===== config.mk =====
export PLATFORM = sky130hd
export DESIGN_NAME = dpb_prep
export DESIGN_NICKNAME = d
export VERILOG_FILES = /design/src/rtl/core/assert_macros.svh /design/src/rtl/core/dpb_pkg.sv /design/src/rtl/core/dpb_prep.sv
export SDC_FILE = /design/constraint.sdc
export NUM_CORES = 2
export LEC_CHECK = 0
export BUFFER_PORTS_ARGS = -buffer_cell sky130_fd_sc_hd__clkbuf_2
export CORE_MARGIN = 8
export CORE_UTILIZATION = 40
export CTS_CLUSTER_SIZE = 28
export DETAILED_ROUTE_END_ITERATION = 16
export HOLD_SLACK_MARGIN = 0.1
export PLACE_DENSITY_LB_ADDON = 0.12
export SYNTH_ARGS = -nofsm -noshare
export SYNTH_HDL_FRONTEND = slang
export SYNTH_SLANG_ARGS = --single-unit

===== constraint.sdc =====
create_clock -name clk_i -period 6.4 [get_ports clk_i]
set_clock_uncertainty 0.2 [all_clocks]
set_input_delay 0 -clock clk_i [delete_from_list [all_inputs] [get_ports clk_i]]
set_output_delay 0 -clock clk_i [all_outputs]
set_load 0.02 [all_outputs]

===== src/rtl/core/assert_macros.svh =====
// Shared assertion macros for the core RTL.
`ifndef ASSERT_MACROS_SVH
`define ASSERT_MACROS_SVH

// Implication or expression checked at each rising edge outside reset.
`define DPB_ASSERT(name, clk, rst_n, prop) \
  name: assert property (@(posedge clk) disable iff (!rst_n) prop) \
    else $error("dpb assertion failed");

// Condition that must never be true outside reset.
`define DPB_NEVER(name, clk, rst_n, cond) \
  name: assert property (@(posedge clk) disable iff (!rst_n) !(cond)) \
    else $error("dpb forbidden condition seen");

`endif


===== src/rtl/core/dpb_pkg.sv =====
`default_nettype none
package dpb_pkg;

  localparam int unsigned RegCount  = 6;
  localparam int unsigned AddrWidth = 5;
  localparam int unsigned QuotBits  = 32;
  localparam int unsigned DenWidth  = 36;
  localparam int unsigned ProdWidth = 37;

  typedef enum logic [2:0] {
    REG_DEPTH_SCALE = 3'd0,
    REG_FOCAL_X     = 3'd1,
    REG_FOCAL_Y     = 3'd2,
    REG_CENTER_X    = 3'd3,
    REG_CENTER_Y    = 3'd4,
    REG_MAX_DEPTH   = 3'd5
  } dpb_reg_e;

  typedef struct packed {
    logic [11:0] col;
    logic [11:0] row;
    logic [15:0] depth;
    logic [7:0]  blue;
    logic [7:0]  green;
    logic [7:0]  red;
  } dpb_in_t;

  typedef struct packed {
    logic signed [31:0] point_x;
    logic signed [31:0] point_y;
    logic [31:0]        point_z;
    logic [7:0]         out_blue;
    logic [7:0]         out_green;
    logic [7:0]         out_red;
  } dpb_out_t;

  typedef struct packed {
    logic [15:0] depth_scale;
    logic [19:0] focal_x;
    logic [19:0] focal_y;
    logic [19:0] center_x;
    logic [19:0] center_y;
    logic [15:0] max_depth_code;
  } dpb_cfg_t;

  // One long-division lane: partial remainder, divisor, dividend bits still
  // to shift in, quotient bits so far.
  typedef struct packed {
    logic [DenWidth-1:0] rem;
    logic [DenWidth-1:0] den;
    logic [QuotBits-1:0] num_lo;
    logic [QuotBits-1:0] quot;
  } dpb_lane_t;

  typedef struct packed {
    logic      valid;
    logic      neg_x;
    logic      neg_y;
    logic      ovf_x;
    logic      ovf_y;
    logic [7:0] blue;
    logic [7:0] green;
    logic [7:0] red;
    dpb_lane_t lane_x;
    dpb_lane_t lane_y;
    dpb_lane_t lane_z;
  } dpb_stage_t;

endpackage
`default_nettype wire


===== src/rtl/core/dpb_prep.sv =====
`default_nettype none
module dpb_prep import dpb_pkg::*; (
  input  wire logic       clk_i,
  input  wire logic       rst_ni,
  input  wire logic       adv_i,
  input  wire logic       in_take_i,
  input  wire dpb_in_t    in_data_i,
  input  wire dpb_cfg_t   cfg_i,
  output dpb_stage_t      stage_o
);

  logic                 a_valid_q, a_valid_d;
  logic                 a_negx_q, a_negy_q;
  logic [ProdWidth-1:0] a_px_q, a_py_q, a_pz_q;
  logic [DenWidth-1:0]  a_denx_q, a_deny_q, a_denz_q;
  logic [23:0]          a_rgb_q;

  logic [15:0] scale;
  logic [19:0] fx, fy;
  logic [20:0] pcol, prow, magx, magy;
  logic        negx, negy, keep;

  always_comb begin
    scale = (cfg_i.depth_scale == '0) ? 16'd1 : cfg_i.depth_scale;
    fx    = (cfg_i.focal_x == '0) ? 20'd1 : cfg_i.focal_x;
    fy    = (cfg_i.focal_y == '0) ? 20'd1 : cfg_i.focal_y;
    pcol  = {1'b0, in_data_i.col, 8'd0};
    prow  = {1'b0, in_data_i.row, 8'd0};
    negx  = {1'b0, cfg_i.center_x} > pcol;
    negy  = {1'b0, cfg_i.center_y} > prow;
    magx  = negx ? ({1'b0, cfg_i.center_x} - pcol) : (pcol - {1'b0, cfg_i.center_x});
    magy  = negy ? ({1'b0, cfg_i.center_y} - prow) : (prow - {1'b0, cfg_i.center_y});
    // drop: no measurement, nearer than half a metre, beyond max code
    keep  = (in_data_i.depth != '0)
         && ({1'b0, in_data_i.depth, 1'b0} >= {2'b0, cfg_i.depth_scale})
         && (in_data_i.depth <= cfg_i.max_depth_code);
    a_valid_d = in_take_i && keep;
  end

  always_ff @(posedge clk_i or negedge rst_ni) begin
    if (!rst_ni) begin
      a_valid_q <= 1'b0;
    end else if (adv_i) begin
      a_valid_q <= a_valid_d;
    end
  end

  always_ff @(posedge clk_i) begin
    if (adv_i) begin
      a_negx_q <= negx;
      a_negy_q <= negy;
      a_px_q   <= ProdWidth'(magx * in_data_i.depth);
      a_py_q   <= ProdWidth'(magy * in_data_i.depth);
      a_pz_q   <= ProdWidth'(in_data_i.depth);
      a_denx_q <= DenWidth'(scale * fx);
      a_deny_q <= DenWidth'(scale * fy);
      a_denz_q <= DenWidth'(scale);
      a_rgb_q  <= {in_data_i.blue, in_data_i.green, in_data_i.red};
    end
  end

  // Dividend is product << 16; its top bits above the quotient width seed
  // the remainder, and a seed at or above the divisor means q >= 2^32.
  logic [20:0] hix, hiy, hiz;
  logic        ovx, ovy;
  dpb_stage_t  b_d, b_q;
  logic        b_valid_q;

  always_comb begin
    hix = a_px_q[ProdWidth-1:16];
    hiy = a_py_q[ProdWidth-1:16];
    hiz = a_pz_q[ProdWidth-1:16];
    ovx = {15'd0, hix} >= a_denx_q;
    ovy = {15'd0, hiy} >= a_deny_q;
    b_d = '0;
    b_d.valid  = a_valid_q;
    b_d.neg_x  = a_negx_q;
    b_d.neg_y  = a_negy_q;
    b_d.ovf_x  = ovx;
    b_d.ovf_y  = ovy;
    b_d.blue   = a_rgb_q[23:16];
    b_d.green  = a_rgb_q[15:8];
    b_d.red    = a_rgb_q[7:0];
    b_d.lane_x = '{rem: ovx ? '0 : {15'd0, hix}, den: a_denx_q,
                   num_lo: {a_px_q[15:0], 16'd0}, quot: '0};
    b_d.lane_y = '{rem: ovy ? '0 : {15'd0, hiy}, den: a_deny_q,
                   num_lo: {a_py_q[15:0], 16'd0}, quot: '0};
    b_d.lane_z = '{rem: {15'd0, hiz}, den: a_denz_q,
                   num_lo: {a_pz_q[15:0], 16'd0}, quot: '0};
  end

  always_ff @(posedge clk_i or negedge rst_ni) begin
    if (!rst_ni) begin
      b_valid_q <= 1'b0;
    end else if (adv_i) begin
      b_valid_q <= b_d.valid;
    end
  end

  always_ff @(posedge clk_i) begin
    if (adv_i) begin
      b_q <= b_d;
    end
  end

  always_comb begin
    stage_o       = b_q;
    stage_o.valid = b_valid_q;
  end

endmodule
`default_nettype wire


## Word level (Yosys, flattened, before mapping)

Index checks and enable logic that the tools add are counted.

| storage, ports and cells | value |
|---|---|
| RAM bits | 0 |
| bits in latches | 0 |
| word-level logic and storage cells | 54 |
| memory bits (read-only) | 0 |
| memories | 0 |
| input port bits | 180 |
| register bits after elaboration | 442 |
| output and inout bits | 437 |

| operators by class | value |
|---|---|
| reductions and logical operators | 7 |
| eq/ne operators | 0 |
| muxes and demuxes | 5 |
| $lt $le $gt $ge | 6 |
| bitwise gates (word level) | 0 |
| div/mod/pow operators | 0 |
| add/subtract/negate cells | 4 |
| $mul | 4 |
| shift operators | 0 |

Operator list:

| cell | count |
|---|---|
| $sub 20x20->21 | 4 |
| $mul 21x16->37 | 2 |
| $ge 21x36->1 | 2 |
| $mul 16x20->36 | 2 |
| $mux 21 | 2 |
| $gt 20x20->1 | 2 |
| $logic_not 20->1 | 2 |
| $mux 20 | 2 |
| $ge 17x16->1 | 1 |
| $le 16x16->1 | 1 |
| $logic_not 16->1 | 1 |
| $mux 16 | 1 |
| $reduce_bool 16->1 | 1 |
| $logic_and 1x1->1 | 3 |

## Logic depth before layout (Yosys ltp)

| depth | value |
|---|---|
| depth in word-level cells | 4 |
| mapped depth | 39 |
| gate-level depth less buffers | 36 |

## Worst setup path before layout

Ideal clock, no wire load.

| timing path | value |
|---|---|
| path kind | in2reg |
| start point | input in_data_i[41] (netlist bit) |
| end point | register a_py_q[36] (data pin) |
| slack | -2.062 ns |
| setup time | 0.265 ns |
| cell stages on the path | 32 |
| path buffers | 1 |
| arrival time | 7.996 ns |
| data required time | 5.935 ns |
| cells stage by stage | inv_1 ha_1 nor2b_1 o21a_1 o21ai_0 a21oi_1 a221o_1 o21ai_2 mux2_2 o21ai_0 xor2_1 buf_2 nand2_1 fa_1 fa_1 fa_1 inv_1 fa_1 fa_1 inv_1 fa_1 inv_1 ha_1 a21o_1 a21o_1 a21oi_1 nand2_1 o31ai_1 o21ai_0 or2_2 a221oi_1 xnor2_1 |

| on the way | value |
|---|---|
| word-level cells in the longest chain between the ends | 3 |
| elaborated cells between the ends (all ways) | 5 |
| those cells by class | add/sub (2); mul (1); order compare (1); mux (1) |

Ends and longest elaborated chain:

| what | line | source |
|---|---|---|
| from (decl) | dpb_prep.sv:7 | `input wire dpb_in_t in_data_i,` |
| $sub 20x20->21 / $gt 20x20->1 (equally long branches) | dpb_prep.sv:32, dpb_prep.sv:30 |  |
| $mux 21 (*) | dpb_prep.sv:32 | `magy = negy ? ({1'b0, cfg_i.center_y} - prow) : (prow - {1'b0, cfg_i.center_y});` |
| $mul 21x16->37 (*) | dpb_prep.sv:53 | `a_py_q <= ProdWidth'(magy * in_data_i.depth);` |
| to (signal assigned) | dpb_prep.sv:53 |  |
| to (decl) | dpb_prep.sv:14 | `logic [ProdWidth-1:0] a_px_q, a_py_q, a_pz_q;` |

Every way passes the cells marked *; elsewhere a longest branch is shown, timed or not.
A chain may end at the register's enable or synchronous reset.

## Final worst setup path

| timing path | value |
|---|---|
| start point | input cfg_i[29] (netlist bit) |
| end point | register a_py_q[36] (data pin) |

| on the way | value |
|---|---|
| word-level cells in the longest chain between the ends | 3 |
| elaborated cells between the ends (all ways) | 5 |
| those cells by class | add/sub (2); mul (1); order compare (1); mux (1) |

Ends and longest elaborated chain:

| what | line | source |
|---|---|---|
| from (decl) | dpb_prep.sv:8 | `input wire dpb_cfg_t cfg_i,` |
| $sub 20x20->21 / $gt 20x20->1 (equally long branches) | dpb_prep.sv:32, dpb_prep.sv:30 |  |
| $mux 21 (*) | dpb_prep.sv:32 |  |
| $mul 21x16->37 (*) | dpb_prep.sv:53 |  |

Marked as above.

==> results.txt <==
The category of the most critical setup path is primary input to flip-flop. The logic depth of the worst register-to-register path is 6. The count of distinct cell types in the synthesized netlist is 83. By area, the combinational part of the netlist is dominated by adder cells. The area fraction in and, or, nand and nor cells after synthesis is 14.1%. After synthesis, the largest area contributor takes up 33.4% of total cell area. Including well taps, the total number of placed cells is 9,303. The HPWL after detailed placement is 146,000 microns. The vertical die dimension came out at slightly above 400 microns. TritonCTS built the clock tree. The run finished, with violations left.

The final period utilization came out at 118%. After synthesis, the share of cell area in mux cells is 0.118%. STA classifies the critical path endpoint as a flip-flop.

In this run the worst path has a maximum fanout of 9. The remaining routing DRC violations is 0. The number of buffer cells added on primary ports is about 390.

The fill cell total of the finished layout came out at 14.3k. The post-synth design cell area came out at 0.0618 sq mm. The register clock-pin slew on the reported worst setup and hold paths came out at around 0.06 ns. The share of final-layout standard cells stronger than drive strength 1 is 24.1%. The final worst-path setup slack is -1.12 ns. The count of maximum capacitance violations came out at 0. The slack of the worst reg-to-reg path is 2.66 ns. For this run, the detailed router's first-pass iteration total came to 5.

The total via count in the routed design came out at approximately 46k. The initial standard-cell utilization of the core came out at between 40% and 50%. The die covers 0.167 sq mm. The most used flip-flop cell after synthesis is edfxtp_1.

Relative to the synthesized area, the layout overhead comes to 25.5%. The max-slew violation count is 0. The number of synthesized register bits came out at 412. Global routing finished with a remaining overflow of 0.

The via-per-instance ratio is around 4.8. The mean instance size in the synthesized netlist is 9.71 sq um. The sum of routed wire length over all layers is around 180,000 microns. The minimum clock period after layout came out at 7.52 ns.

The largest total area in the synthesized netlist belongs to fa_1. The standard cell core area is 0.154 sq mm. STA classifies the critical path startpoint as a primary input.

Leaving out filler cells and counting taps, the final layout contains 9,601. Tracing the worst setup path back leads to its startpoint at cfg_i[29]. The number of global-route vias before repair is 50.1k. Setup repair after global routing could not meet its margin everywhere. The arrival time at the worst endpoint is 7.72 ns. The headroom to the max-slew limit came out at 30.1%. The count of boundary I/O pins is 617. The proportion of synthesized flip-flops having asynchronous set or reset is 0.485%. Buffers inserted during clock tree synthesis total 51. The wire length of the first global-routing pass came out at 288,000 microns. The all-layer global routing usage is around 22%. The die width is 409 microns. The maximum clock frequency is approximately 130 MHz.

The slowest stage of the critical path is the fa_1 cell. CTS saw 412 sinks. The checks that failed: negative setup slack. After Yosys synthesis, XOR and XNOR cells account for 2.35% of the synthesized area. For this block, the initial DRC count from the detailed router was 2,066. The maximum root-to-sink buffer count came out at 3. The fraction of the mapped netlist area in compound gates came out at under 10%.

The placer congestion estimate is 0.859. The number of routed nets with antenna violations is 0. The number of H-tree levels is 2. The number of antenna violations at the first check in global routing came out at 11. The synthesized instance count is 6,362. The final layout net count came out at 9,277. The largest net degree at the start of global routing is 149. The later-pin clock latency in the skew report is 0.66 ns. The portion of the post-synthesis area used by sequential elements is between 20% and 30%. In the final routed layout, each cell accounts on average for between 15 and 20 microns. The tree is rooted in a clkbuf_16. At the pin with the least slew margin, the transition time is 1.05 ns. The warning count from the yosys run came out at 0.

The floorplan has 144 rows. Following the worst setup path forward leads to its endpoint at a_py_q[36]. The biggest cell delay along the critical path came out at about 0.56 ns.

The synthesized netlist devotes roughly 45% of its cell area to adder and majority cells. The min-delay analysis places its worst path in the category primary input to flip-flop. The count of flip-flops with a built-in enable after synthesis came out at 410.

The number of failing hold endpoints at the final stage is 0. The data required time at the worst endpoint came out at between 6 and 7 ns. Ranked by total cell area, the synthesized netlist is headed by fa_1 33%, edfxtp_1 20%, ha_1 11%.

The worst register-to-register path begins at a_denx_q[31]. The count of endpoints failing setup in the final report is 48. The worst register-to-register path ends at stage_o[372].
[per-layer routing]
layer | routed length, microns | global-route usage, % | vias to the layer above
met1 | 82300 | 30.4 | 23180
met4 | 3470 | 4.03 | 2
met3 | 9370 | 3.06 | 195
met5 | 13 | 0 | -
li1 | - | - | 21417
met2 | 84600 | 35.6 | 1088
[critical path: cells and delay by family]
kind | cells | cell delay (ns)
buffers and inverters | 9 | 0.87
adder cells (fa/ha/maj) | 8 | 3.42
AO/OA/AOI/OAI | 8 | 1.28
XOR/XNOR | 2 | 0.32
AND/OR/NAND/NOR | 9 | 1.80
[per-stage QoR]
stage               area [sq um]  setup TNS (ns)  utilization, %  worst slack, ns  hold WS (ns)
global placement           72300          -89.78            47.0            -1.89        -0.410
finish                     77500          -36.29            50.4            -1.12         0.139
floorplan                  64100          -37.79               -            -1.49        -0.496
CTS                        76500          -30.64            49.8            -1.09         0.103
detailed placement         72300          -92.88            47.0            -1.96        -0.406
global route               77500          -48.72            50.4            -1.35         0.135
[state kept, by name, summed over array words and instances, names as in the netlist, 16 cells and up]
name / flops
a_px_q: 37
a_rgb_q: 24
a_denz_q: 16
a_py_q: 37
a_deny_q: 36
a_denx_q: 36
a_pz_q: 16
stage_o: 206
[layout make-up]
cell class | count | area [sq um] | area share [%]
Inverter | 1337 | 5050 | 6.52
Tap cell | 2044 | 2560 | 3.30
Timing Repair Buffer | 1397 | 11000 | 14.1
Antenna cell | 6 | 15.0 | 0.0194
Clock inverter | 37 | 370 | 0.478
Multi-Input combinational cell | 4311 | 44900 | 57.9
Clock buffer | 57 | 1300 | 1.68
Sequential cell | 412 | 12400 | 16.0
[how the worst min path moves through the flow]
stage,start,to,slack [ns],cells past startpoint
after floorplan,rst_ni,a_valid_q,-0.50,0
after global placement,rst_ni,b_valid_q,-0.41,1
after detailed placement,rst_ni,b_valid_q,-0.41,1
after CTS,cfg_i[98],a_deny_q[2],0.10,6
after global routing,cfg_i[98],a_deny_q[2],0.13,6
final,cfg_i[98],a_deny_q[2],0.14,6
[logic make-up after synthesis]
logic type,after synthesis
compound gates,551
xor+xnor,164
fa+ha+maj,1587
buf+inv,1868
flops,412
mux,7
other cells,1
simple gates,1772
[cell usage in the layout (no fill, tap or decap), types with 24 or more instances in the layout]
cell type,synthesis,routed
inv_1,1334,1282
fa_1,1030,992
nand2_1,889,841
buf_4,234,780
ha_1,557,505
and2_1,490,478
edfxtp_1,410,410
clkbuf_2,2,370
conb_1,1,230
a21oi_1,155,109
a21o_1,105,105
dlygate4sd3_1,0,105
nor2_1,100,86
xnor2_1,108,82
buf_6,5,66
buf_12,0,64
o21ai_0,91,58
clkbuf_16,0,52
inv_2,1,49
ha_4,0,47
nor2b_1,46,43
nand2_2,0,40
xor2_1,54,40
fa_2,0,38
a21oi_2,1,33
nand2b_1,27,26
nand3_1,34,26
o21bai_1,28,25
nor4_1,30,25
nor3_1,30,24
[cell usage after synthesis (13+ instances only)]
cell type / number
inv_1: 1334
fa_1: 1030
nand2_1: 889
ha_1: 557
and2_1: 490
edfxtp_1: 410
clkbuf_1: 254
buf_4: 234
a21oi_1: 155
xnor2_1: 108
a21o_1: 105
nor2_1: 100
o21ai_0: 91
xor2_1: 54
nor2b_1: 46
nand3_1: 34
buf_2: 32
nor3_1: 30
nor4_1: 30
o21bai_1: 28
nand2b_1: 27
o21a_1: 23
nand4_1: 22
and3_1: 18
nand4b_1: 18
nor3b_1: 18
a211oi_1: 17
and4_1: 17
o211ai_1: 17
a31oi_1: 15
o31ai_1: 14
o21ai_1: 13
[timing repair]
item | 4_1_cts | 5_1_grt
gates resized for setup | 220 | 165
setup buffers | 62 | 43
pin swaps | 127 | 135
endpoints found under the setup margin | 59 | 72
hold buffers | 105 | 0
cloned | 2 | 1
hold endpoints to repair | 304 | 0
Power is not shown: default switching activity piles up to over one toggle a cycle in this logic, so the estimate is an artifact.
