==> src/rtl/core/assert_macros.svh <==
// Shared assertion macros for the core RTL.
`ifndef ASSERT_MACROS_SVH
`define ASSERT_MACROS_SVH

// Implication or expression checked at each rising edge outside reset.
`define DPB_ASSERT(name, clk, rst_n, prop) \
  name: assert property (@(posedge clk) disable iff (!rst_n) prop) \
    else $error("dpb assertion failed");

// Condition that must never be true outside reset.
`define DPB_NEVER(name, clk, rst_n, cond) \
  name: assert property (@(posedge clk) disable iff (!rst_n) !(cond)) \
    else $error("dpb forbidden condition seen");

`endif

==> src/rtl/core/dpb_pkg.sv <==
`default_nettype none
package dpb_pkg;

  localparam int unsigned RegCount  = 6;
  localparam int unsigned AddrWidth = 5;
  localparam int unsigned QuotBits  = 32;
  localparam int unsigned DenWidth  = 36;
  localparam int unsigned ProdWidth = 37;

  typedef enum logic [2:0] {
    REG_DEPTH_SCALE = 3'd0,
    REG_FOCAL_X     = 3'd1,
    REG_FOCAL_Y     = 3'd2,
    REG_CENTER_X    = 3'd3,
    REG_CENTER_Y    = 3'd4,
    REG_MAX_DEPTH   = 3'd5
  } dpb_reg_e;

  typedef struct packed {
    logic [11:0] col;
    logic [11:0] row;
    logic [15:0] depth;
    logic [7:0]  blue;
    logic [7:0]  green;
    logic [7:0]  red;
  } dpb_in_t;

  typedef struct packed {
    logic signed [31:0] point_x;
    logic signed [31:0] point_y;
    logic [31:0]        point_z;
    logic [7:0]         out_blue;
    logic [7:0]         out_green;
    logic [7:0]         out_red;
  } dpb_out_t;

  typedef struct packed {
    logic [15:0] depth_scale;
    logic [19:0] focal_x;
    logic [19:0] focal_y;
    logic [19:0] center_x;
    logic [19:0] center_y;
    logic [15:0] max_depth_code;
  } dpb_cfg_t;

  // One long-division lane: partial remainder, divisor, dividend bits still
  // to shift in, quotient bits so far.
  typedef struct packed {
    logic [DenWidth-1:0] rem;
    logic [DenWidth-1:0] den;
    logic [QuotBits-1:0] num_lo;
    logic [QuotBits-1:0] quot;
  } dpb_lane_t;

  typedef struct packed {
    logic      valid;
    logic      neg_x;
    logic      neg_y;
    logic      ovf_x;
    logic      ovf_y;
    logic [7:0] blue;
    logic [7:0] green;
    logic [7:0] red;
    dpb_lane_t lane_x;
    dpb_lane_t lane_y;
    dpb_lane_t lane_z;
  } dpb_stage_t;

endpackage
`default_nettype wire

==> src/rtl/core/dpb_div_cell.sv <==
`default_nettype none
module dpb_div_cell import dpb_pkg::*; (
  input  wire logic       clk_i,
  input  wire logic       rst_ni,
  input  wire logic       adv_i,
  input  wire dpb_stage_t stage_i,
  output dpb_stage_t      stage_o
);

  function automatic dpb_lane_t div_step(dpb_lane_t l);
    logic [DenWidth:0] sh;
    logic              ge;
    dpb_lane_t         r;
    sh = {l.rem, l.num_lo[QuotBits-1]};
    ge = sh >= {1'b0, l.den};
    r.rem    = ge ? DenWidth'(sh - {1'b0, l.den}) : sh[DenWidth-1:0];
    r.den    = l.den;
    r.num_lo = {l.num_lo[QuotBits-2:0], 1'b0};
    r.quot   = {l.quot[QuotBits-2:0], ge};
    return r;
  endfunction

  dpb_stage_t nxt, data_q;
  logic       valid_q;

  always_comb begin
    nxt        = stage_i;
    nxt.lane_x = div_step(stage_i.lane_x);
    nxt.lane_y = div_step(stage_i.lane_y);
    nxt.lane_z = div_step(stage_i.lane_z);
  end

  always_ff @(posedge clk_i or negedge rst_ni) begin
    if (!rst_ni) begin
      valid_q <= 1'b0;
    end else if (adv_i) begin
      valid_q <= stage_i.valid;
    end
  end

  always_ff @(posedge clk_i) begin
    if (adv_i) begin
      data_q <= nxt;
    end
  end

  always_comb begin
    stage_o       = data_q;
    stage_o.valid = valid_q;
  end

endmodule
`default_nettype wire

==> config.mk <==
export PLATFORM = sky130hd
export DESIGN_NAME = dpb_div_cell
export DESIGN_NICKNAME = d
export VERILOG_FILES = /design/src/rtl/core/assert_macros.svh /design/src/rtl/core/dpb_pkg.sv /design/src/rtl/core/dpb_div_cell.sv
export SDC_FILE = /design/constraint.sdc
export NUM_CORES = 1
export LEC_CHECK = 0
export ABC_AREA = 1
export BUFFER_PORTS_ARGS = -buffer_cell sky130_fd_sc_hd__buf_2
export CORE_AREA = 2 2 337 339
export DETAILED_ROUTE_END_ITERATION = 10
export DIE_AREA = 0 0 339 341
export GPL_ROUTABILITY_DRIVEN = 0
export PLACE_DENSITY = 0.51
export SYNTH_ARGS = -nofsm -noshare
export SYNTH_HDL_FRONTEND = slang
export SYNTH_SLANG_ARGS = --single-unit
==> constraint.sdc <==
create_clock -name clk_i -period 1.1 [get_ports clk_i]
set_input_delay 0.22 -clock clk_i [delete_from_list [all_inputs] [get_ports clk_i]]
set_output_delay 0.22 -clock clk_i [all_outputs]
set_load 0.01 [all_outputs]
Word level (Yosys, flattened, before mapping)
Index checks and enable logic that the tools add are counted.
{"block": "word_totals", "input_bits": 440, "register_bits": 434}
{"block": "op_classes", "n_mux": 3, "addsub": 3, "magnitude_cmp": 3}
{"op": "$ge A37 B36 Y1", "count": 3}
{"op": "$mux W36", "count": 3}
{"op": "$sub A36 B36 Y36", "count": 3}

Depth between registers and ports, before layout
Gate-level depths: netlist (run 1).
{"block": "logic_depth", "word_depth": 2, "ltp_mapped": 16}

Worst setup path before layout (run 1)
Ideal clock, no wire load.
{"block": "synth_timing", "path_type": "input-to-reg", "from": "input stage_i[335] (netlist bit)", "to": "register data_q, in the netlist stage_o[404] (data pin)", "t_required_ps": 847, "setup_slack_ps": -839, "setup_time_ps": 253, "arrival_ps": 1686, "stages": 15, "path_buffers": 0, "path_cell_list": "inv_1 -> ha_1 -> fa_1 -> inv_1 -> nand3_1 -> nand3_1 -> nand2_1 -> nand2_1 -> nand2_1 -> nand2_1 -> nand2_1 -> nand2_1 -> nand2_1 -> nand3_1 -> nand2_1"}
{"item": "start, declared", "line": "dpb_div_cell.sv:6", "rtl": "input wire dpb_stage_t stage_i,"}
{"item": "end signal, assigned", "line": "dpb_div_cell.sv:43", "rtl": "data_q <= nxt;"}
{"item": "end, declared", "line": "dpb_div_cell.sv:23", "rtl": "dpb_stage_t nxt, data_q;"}

Worst setup path in the final report (run 1)
{"block": "layout_timing", "from": "register data_q, in the netlist stage_o[188]", "to": "output stage_o[188] (netlist bit)"}
{"item": "end, declared", "line": "dpb_div_cell.sv:7", "rtl": "output dpb_stage_t stage_o"}
No word-level cell between the ends.

==> results of run 1 <==
-- cell families (layout without fill, tap and decap cells) --
group                    after synthesis  after routing  share of synthesized area, %
buffers and inverters                447           2525                          7.90
multiplexers                           1              1                        0.0483
AO/OA/AOI/OAI                        126            126                          3.06
XOR/XNOR                              54             54                          2.03
flip-flops                           434            434                          55.9
AND/OR/NAND/NOR                     1352           1352                          24.9
other                                  1              7                        0.0161
adder cells (fa/ha/maj)              111            111                          6.06
-- what timing repair did --
action                                 4_1_cts  5_1_grt
gates cloned                                25        0
resized for setup                          917      518
hold buffers                               421        1
pin swaps                                  307      299
setup endpoints to repair                  545      545
endpoints found under the hold margin      420        1
buffers inserted                           115       55
-- area by class of cell --
| type | instances | area share (%) |
|---|---|---|
| repair buffers | 2011 | 33.4 |
| multi-input cells | 1647 | 28.6 |
| flip-flops and latches | 434 | 26.8 |
| well taps | 1500 | 3.86 |
| inverters | 411 | 3.62 |
| clock buffers | 63 | 2.89 |
| clock inverters | 40 | 0.860 |
| diodes | 4 | 0.0206 |
-- power groups by stage --
stage	combinational [uW]	sequential (uW)	clock, uW
2_1_floorplan	5330	21800	0
3_3_place_gp	13900	21000	0
3_5_place_dp	13900	21000	0
4_1_cts	18100	20800	19200
5_1_grt	21000	20900	19700
6_report	19700	20800	18600
-- metrics by stage --
step | cells | instance area (um^2) | utilization [%] | total power, uW | worst slack [ns]
6_report | 6110 | 48600 | 43.5 | 59100 | -0.526
5_1_grt | 6109 | 48600 | 43.5 | 61600 | -0.573
4_1_cts | 6065 | 46500 | 41.5 | 58100 | -0.588
3_5_place_dp | 5405 | 35800 | 32.0 | 34900 | -1.24
3_3_place_gp | 5405 | 35800 | 32.0 | 34900 | -1.26
2_1_floorplan | 2528 | 25400 | - | 27100 | -0.676
-- registers in the layout, summed over array words and instances, names as in the netlist --
name,flops
stage_o,433
valid_q,1
-- worst paths after layout --
path | slack [ns] | end | depth (start not counted)
worst max-delay path | -0.53 | stage_o[188] | 1
max in group asynchronous | 0.56 | valid_q | 3
worst min register to register | 0.51 | valid_q | 1
worst max register to register | 0.36 | valid_q | 1
min in group asynchronous | 0.44 | valid_q | 3
worst min-delay path | 0.03 | stage_o[120] | 4
-- cells in the final DEF, fill, tap and decap left out, types with 7 or more instances in the layout --
cell	count
nand4_1	15
edfxtp_1	433
buf_16	19
clkbuf_16	55
o21ai_0	8
nor2_2	40
nor2_1	92
xor2_1	47
buf_2	683
nand2_1	393
nand3b_1	29
inv_1	260
clkinv_2	14
nor3_4	11
nand2_4	136
nand3_4	39
a21oi_4	26
clkbuf_1	8
inv_2	97
dlygate4sd3_1	422
buf_6	177
buf_12	49
nor2_4	62
inv_4	40
a21oi_2	26
inv_8	7
buf_8	18
nand3_2	135
o21bai_1	16
nand3_1	66
nor3_2	11
ha_4	108
nand2_2	303
a21oi_1	28
buf_4	642
-- per-layer routing --
metal  vias to the layer above  GRT usage, %  share of wire, %
li1                      12365             -                 -
met1                     12261          23.0                40
met2                       778          34.9                51
met3                       169          4.07               5.9
met4                        18          5.86               3.1
met5                         -             0             0.095
==> results_tabular.tex, run 1 <==
\begin{tabular}{lr}
\hline
Metric & Value \\
\hline
\multicolumn{2}{l}{\textbf{Floorplan}} \\
\quad Core area & 112000 um\^{}2 \\
\quad I/O pin total & 877 \\
\quad Area of the die & 116000 um\^{}2 \\
\quad X dimension of the die & 339 um \\
\quad Total number of placement rows & 123 \\
\quad Height of the die & 341 um \\
\quad Effective utilization at floorplan & 20.8\% \\
\multicolumn{2}{l}{\textbf{Outcome}} \\
\quad Outcome & finished, violations left \\
\quad Violated checks & setup timing \\
\multicolumn{2}{l}{\textbf{Global route}} \\
\quad Number of antenna violations at the first check in global routing & 14 \\
\quad Maximum number of pins on one net before global-route repair & 29 \\
\quad Global-route congestion overflow total & 0 \\
\quad Via count of the first global-routing pass & 26757 \\
\quad Overall global routing resource usage & 19.4\% \\
\quad Global-route wire length before repair & 168000 um \\
\multicolumn{2}{l}{\textbf{Power and ir drop}} \\
\quad Register share of total power & 35.2\% \\
\quad Fraction of power spent switching nets & 31.4\% \\
\quad Internal Dissipation & 40600 uW \\
\quad Psw & 18500 uW \\
\quad Leakage & 0.0223 uW \\
\quad Peak supply drop & 1.18 mV \\
\quad Fraction of power consumed by the clock network & 31.4\% \\
\quad Cell Pwr Density & 1220 nW/um\^{}2 \\
\quad Part of the total power dissipated in combinational logic & 33.4\% \\
\multicolumn{2}{l}{\textbf{Yosys}} \\
\quad Synth Flop Type & edfxtp\_1 \\
\quad Synth Area per Inst & 9.22 um\^{}2 \\
\quad Synth top cells by count & nand2\_1, edfxtp\_1, inv\_1, nand3\_1, nor2\_1 \\
\quad Netlist Area Pre-Place & 23300 um\^{}2 \\
\quad Post-synthesis cell type with the largest combined area & edfxtp\_1 \\
\quad Synth top area cells & edfxtp\_1, nand2\_1, inv\_1, ha\_1, nand3\_1 \\
\quad Number of warnings reported in the yosys synthesis log & 0 \\
\quad Distinct cells, synth & 38 \\
\quad Number of flip-flops and latches in the synthesized netlist & 434 \\
\quad Most frequent cell after synthesis & nand2\_1 \\
\quad Number of instances in the synthesized netlist & 2526 \\
\quad Share of Yosys cell area claimed by the top area cell type & 55.8\% \\
\quad Number of flops mapped to enable cells by yosys & 433 \\
\quad Synth async-reset ratio & 0.230\% \\
\quad Share of the yosys chip area belonging to registers & 55.9\% \\
\multicolumn{2}{l}{\textbf{Placed design}} \\
\quad Port Buffers & 870 \\
\quad Detailed placer's ending HPWL & 88100 um \\
\multicolumn{2}{l}{\textbf{Worst setup path}} \\
\quad Critical path's largest stage delay & 0.55 ns \\
\quad Top delay family on crit path & flip-flops \\
\quad Crit-path slowest cell & edfxtp\_1 \\
\quad Kind of start point of the critical path & register \\
\quad Critical path startpoint & stage\_o[188] \\
\quad Worst EP arrival & 1.41 ns \\
\quad Cells along the critical path & buf\_6 \\
\quad Critical Setup Path Class & register to output port \\
\quad Required time at the endpoint of the critical path & 0.88 ns \\
\quad Launching point of the worst reg2reg path & valid\_q \\
\quad Capturing element type of the critical path & output port \\
\quad Crit-path max FO & 1 \\
\quad Crit path buffers/inverters & 1 \\
\multicolumn{2}{l}{\textbf{Clock network}} \\
\quad Source-to-sink clock delay at the later pin of the worst-skew pair & 0.63 ns \\
\quad CTS tree & yes \\
\quad CTS clock-pin slew for the worst setup and hold paths & 0.07 ns \\
\quad Number of clock sinks seen by CTS & 434 \\
\quad Maximum level of the CTS H-tree & 2 \\
\quad Number of clock buffers inserted by TritonCTS & 55 \\
\quad CTS Buffer Depth & 3 \\
\quad Cell at the root of the clock tree & clkbuf\_16 \\
\multicolumn{2}{l}{\textbf{Drt}} \\
\quad Total detailed-routing wirelength & 117000 um \\
\quad Detailed-route wire length per cell & 19.2 um \\
\quad Vias after detailed routing & 25591 \\
\quad First-pass detailed-route iteration total & 6 \\
\quad Final ANT Viol Nets & 0 \\
\quad Violation count after the first detailed-route iteration & 1122 \\
\quad Per-cell via count in the routed design & 4.19 \\
\quad DRC violation count after routing & 0 \\
\multicolumn{2}{l}{\textbf{Flow run}} \\
\quad Max-cap violation count & 0 \\
\multicolumn{2}{l}{\textbf{Layout}} \\
\quad Area taken by multi-input logic gates & 13900 um\^{}2 \\
\quad Ratio of cells with drive above 1 in the final layout & 59.9\% \\
\quad Count of fill cells added during filler insertion & 10514 \\
\quad Area used by sequential logic in the layout & 13000 um\^{}2 \\
\quad Post-layout net count & 5111 \\
\quad Area growth syn-to-layout & 109\% \\
\multicolumn{2}{l}{\textbf{Timing}} \\
\quad Share of the clock period used by the worst path & 148\% \\
\quad Final slew viol count & 0 \\
\quad Worst Hold Slack & 0.0288 ns \\
\quad Peak Freq & 0.615 GHz \\
\quad Hold Fails Final Rpt & 0 \\
\quad Number of endpoints failing setup at the final stage & 545 \\
\quad Setup TNS Final & -163.73 ns \\
\quad Unrepaired setup endpoints after global routing & true \\
\quad Post-route setup slack & -0.526 ns \\
\quad Post-Route Skew & 0 ns \\
\quad Final critical path time including I/O delays and setup & 1.63 ns \\
\multicolumn{2}{l}{\textbf{Min path}} \\
\quad Type of the worst min-delay path & input pin to register \\
\quad Origin of the worst min-delay path & stage\_i[119] \\
\hline
\end{tabular}
Note: power is estimated with default switching activity, not from simulation.
==> run 2: changes to the inputs <==
--- a/config.mk
+++ b/config.mk
@@ -7,9 +7,9 @@
 export LEC_CHECK = 0
 export ABC_AREA = 1
 export BUFFER_PORTS_ARGS = -buffer_cell sky130_fd_sc_hd__buf_2
-export CORE_AREA = 2 2 337 339
+export CORE_AREA = 2 2 340 342
 export DETAILED_ROUTE_END_ITERATION = 10
-export DIE_AREA = 0 0 339 341
+export DIE_AREA = 0 0 342 344
 export GPL_ROUTABILITY_DRIVEN = 0
 export PLACE_DENSITY = 0.51
 export SYNTH_ARGS = -nofsm -noshare
==> constraint.sdc (replaced) <==
create_clock -name clk_i -period 1.8 [get_ports clk_i]
set_input_delay 0.36 -clock clk_i [delete_from_list [all_inputs] [get_ports clk_i]]
set_output_delay 0.36 -clock clk_i [all_outputs]
set_load 0.02 [all_outputs]
==> run 2 against run 1 <==
Effect of this change:
- the run now ends clean
- combinational power shrank 51%
- clock power fell by 45%
- global-route usage is 2.1 points lower
- wire length is 8.3% lower
- critical path depth up 15
- sequential power decreased by 39%
- sequential share of layout area is 5.4 points higher
- final cell count decreased by 5.1%
- core utilization is 8.0 points lower
- via count decreased by 6.9%
- clock skew did not move
- critical path type is now input pin to register
- largest cell class is now flip-flops and latches
- highest routed layer unchanged
==> results_tabular.tex, run 2 (synthesis gave the netlist of run 1 again) <==
\begin{tabular}{lr}
\hline
Metric & Value \\
\hline
\multicolumn{2}{l}{\textbf{Timing}} \\
\quad Peak Freq & 0.559 GHz \\
\quad Share of the clock period used by the worst path & 99.3\% \\
\quad Hold Fails Final Rpt & 0 (unchanged) \\
\quad Unrepaired setup endpoints after global routing & true (unchanged) \\
\quad Number of endpoints failing setup at the final stage & 0 (was 545) \\
\quad Final critical path time including I/O delays and setup & 1.79 ns \\
\quad Post-Route Skew & 0 ns (unchanged) \\
\quad Final slew viol count & 0 (unchanged) \\
\quad Worst Hold Slack & 0.0548 ns (was 0.0288 ns) \\
\multicolumn{2}{l}{\textbf{Global route}} \\
\quad Global-route congestion overflow total & 0 (unchanged) \\
\quad Maximum number of pins on one net before global-route repair & 47 (was 29) \\
\quad Via count of the first global-routing pass & 23775 (was 26757) \\
\quad Number of antenna violations at the first check in global routing & 22 (was 14) \\
\quad Overall global routing resource usage & 17.3\% (was 19.4\%) \\
\quad Global-route wire length before repair & 151000 um (was 168000 um) \\
\multicolumn{2}{l}{\textbf{Layout}} \\
\quad Count of fill cells added during filler insertion & 11690 (was 10514) \\
\quad Area used by sequential logic in the layout & 13000 um\^{}2 (unchanged) \\
\quad Flip-flop count of the largest register after layout & 433 (unchanged) \\
\quad Leading cell type in the layout, fill and taps excluded & buf\_2 (unchanged) \\
\quad Top library cells by usage in the layout, fill and taps aside & buf\_2, nand2\_1, buf\_4 (was buf\_2, buf\_4, edfxtp\_1) \\
\quad Ratio of cells with drive above 1 in the final layout & 42.9\% (was 59.9\%) \\
\quad Final standard cell utilization of the core & 35.5\% (was 43.5\%) \\
\quad Area growth syn-to-layout & 73.6\% (was 109\%) \\
\quad Area taken by multi-input logic gates & 10400 um\^{}2 (was 13900 um\^{}2) \\
\quad Post-layout net count & 4789 (was 5111) \\
\multicolumn{2}{l}{\textbf{Floorplan}} \\
\quad X dimension of the die & 342 um (was 339 um) \\
\quad Total number of placement rows & 124 (was 123) \\
\quad Area of the die & 118000 um\^{}2 (was 116000 um\^{}2) \\
\quad Effective utilization at floorplan & 20.5\% (was 20.8\%) \\
\quad Core area & 114000 um\^{}2 (was 112000 um\^{}2) \\
\quad I/O pin total & 877 (unchanged) \\
\quad Height of the die & 344 um (was 341 um) \\
\multicolumn{2}{l}{\textbf{Min path}} \\
\quad Worst hold path stage count & 1 (was 4) \\
\quad Type of the worst min-delay path & input pin to register (unchanged) \\
\quad Hold Path End & stage\_o[225] (was stage\_o[120]) \\
\quad Origin of the worst min-delay path & stage\_i[225] (was stage\_i[119]) \\
\multicolumn{2}{l}{\textbf{Drt}} \\
\quad Total detailed-routing wirelength & 108000 um (was 117000 um) \\
\quad Vias after detailed routing & 23815 (was 25591) \\
\quad DRC violation count after routing & 0 (unchanged) \\
\quad Per-cell via count in the routed design & 4.11 (was 4.19) \\
\quad Final ANT Viol Nets & 0 (unchanged) \\
\quad Violation count after the first detailed-route iteration & 1400 (was 1122) \\
\quad First-pass detailed-route iteration total & 5 (was 6) \\
\quad Detailed-route wire length per cell & 18.6 um (was 19.2 um) \\
\multicolumn{2}{l}{\textbf{Worst setup path}} \\
\quad Crit path buffers/inverters & 4 (was 1) \\
\quad R2r worst-path depth & 1 (unchanged) \\
\quad Most used cell along the critical path & nand2\_1 \\
\quad Worst EP arrival & 2.25 ns (was 1.41 ns) \\
\quad Critical path's largest stage delay & 0.23 ns (was 0.55 ns) \\
\quad Flop-to-flop setup slack & 1.04 ns (was 0.36 ns) \\
\quad Reg-to-reg critical path endpoint & valid\_q (unchanged) \\
\quad Crit-path slowest cell & ha\_4 (was edfxtp\_1) \\
\quad Launching point of the worst reg2reg path & valid\_q (unchanged) \\
\quad Crit-path max FO & 8 (was 1) \\
\quad Kind of start point of the critical path & input pin (was register) \\
\quad Top delay family on crit path & simple AND/OR/NAND/NOR gates (was flip-flops) \\
\quad Capturing element type of the critical path & register (was output port) \\
\quad Cells along the critical path & buf\_2 > inv\_1 > ha\_4 > nand2\_1 > nand2\_1 > nand2\_1 > nand2\_1 > a21oi\_2 > buf\_4 > nor2\_1 > nor2\_2 > nand2\_2 > nand2\_8 > buf\_12 > nand3\_1 > nand2\_1 (was buf\_6) \\
\quad Required time at the endpoint of the critical path & 2.26 ns (was 0.88 ns) \\
\quad Critical Setup Path Class & input pin to register (was register to output port) \\
\multicolumn{2}{l}{\textbf{Clock network}} \\
\quad Cell at the root of the clock tree & clkbuf\_16 (unchanged) \\
\quad Source-to-sink clock delay at the later pin of the worst-skew pair & 0.65 ns (was 0.63 ns) \\
\quad Number of clock sinks seen by CTS & 434 (unchanged) \\
\quad CTS tree & yes (unchanged) \\
\quad Maximum level of the CTS H-tree & 2 (unchanged) \\
\quad CTS Buffer Depth & 3 (unchanged) \\
\quad Number of clock buffers inserted by TritonCTS & 52 (was 55) \\
\quad CTS clock-pin slew for the worst setup and hold paths & 0.06 ns (was 0.07 ns) \\
\multicolumn{2}{l}{\textbf{Flow run}} \\
\quad Max-cap violation count & 0 (unchanged) \\
\multicolumn{2}{l}{\textbf{Outcome}} \\
\quad Outcome & finished clean (was finished, violations left) \\
\multicolumn{2}{l}{\textbf{Placed design}} \\
\quad Port Buffers & 870 (unchanged) \\
\quad Detailed placer's ending HPWL & 87700 um (was 88100 um) \\
\multicolumn{2}{l}{\textbf{Power and ir drop}} \\
\quad Peak supply drop & 0.725 mV (was 1.18 mV) \\
\quad Leakage & 0.0190 uW (was 0.0223 uW) \\
\quad Cell Pwr Density & 807 nW/um\^{}2 (was 1220 nW/um\^{}2) \\
\hline
\end{tabular}
[run 2: changes by cell type in the layout (fill, tap and decap cells not counted), moves of 105 or more]
cell,before,now
nand2_2,303,76
buf_6,177,9
inv_1,260,378
buf_4,642,476
nand2_1,393,751
buf_2,683,857
dlygate4sd3_1,422,317
nand2_4,136,8
[run 2: layout make-up]
cell class	count	area share (%)
Sequential cell	434	32.2
Clock buffer	60	3.29
Antenna cell	10	0.0619
Timing Repair Buffer	1692	29.2
Multi-Input combinational cell	1647	25.8
Tap cell	1512	4.68
Clock inverter	34	0.727
Inverter	411	4.00
[run 2: what timing repair did]
action,CTS,global route
buffers inserted,0,3
pin swaps,0,9
hold buffers,316,1
resized for setup,8,70
setup endpoints to repair,4,79
gates cloned,0,3
hold endpoints to repair,315,1
[run 2: where the power goes]
group          total, uW  switching, uW  internal [uW]
Sequential         12700            363          12300
Clock              10200           4590           5630
Combinational       9710           5550           4160
Total              32600          10500          22100
[run 2: worst max path at each step]
stage                  from           end  slack (ns)  cells after the start
2_1_floorplan  stage_i[338]  stage_o[394]       -0.12                     15
3_3_place_gp   stage_i[341]  stage_o[406]       -0.69                     13
3_5_place_dp   stage_i[341]  stage_o[406]       -0.65                     13
4_1_cts        stage_o[434]  stage_o[434]       -0.04                      1
5_1_grt        stage_i[354]  stage_o[390]       -0.05                     16
6_report       stage_i[354]  stage_o[390]        0.01                     16
[run 2: routing by layer]
| layer | part of all wire [%] | global-route usage [%] | vias up |
|---|---|---|---|
| met5 | 0.034 | 0 | - |
| met4 | 2.0 | 4.26 | 6 |
| met3 | 9.0 | 4.96 | 112 |
| met2 | 45 | 27.7 | 861 |
| met1 | 43 | 23.0 | 11137 |
| li1 | - | - | 11699 |
[run 2: through the flow]
stage                     total power (uW)  TNS (ns)  std cells  area [um^2]  setup WS, ns
after floorplan                      17300     -8.81       2528        25200        -0.116
after global placement               21900    -62.73       5373        35200        -0.686
after detailed placement             21900    -64.58       5373        35200        -0.654
after CTS                            32900   -0.0883       5783        40100       -0.0444
after global routing                 34200    -0.172       5797        40400       -0.0476
final                                32600         0       5800        40400        0.0122
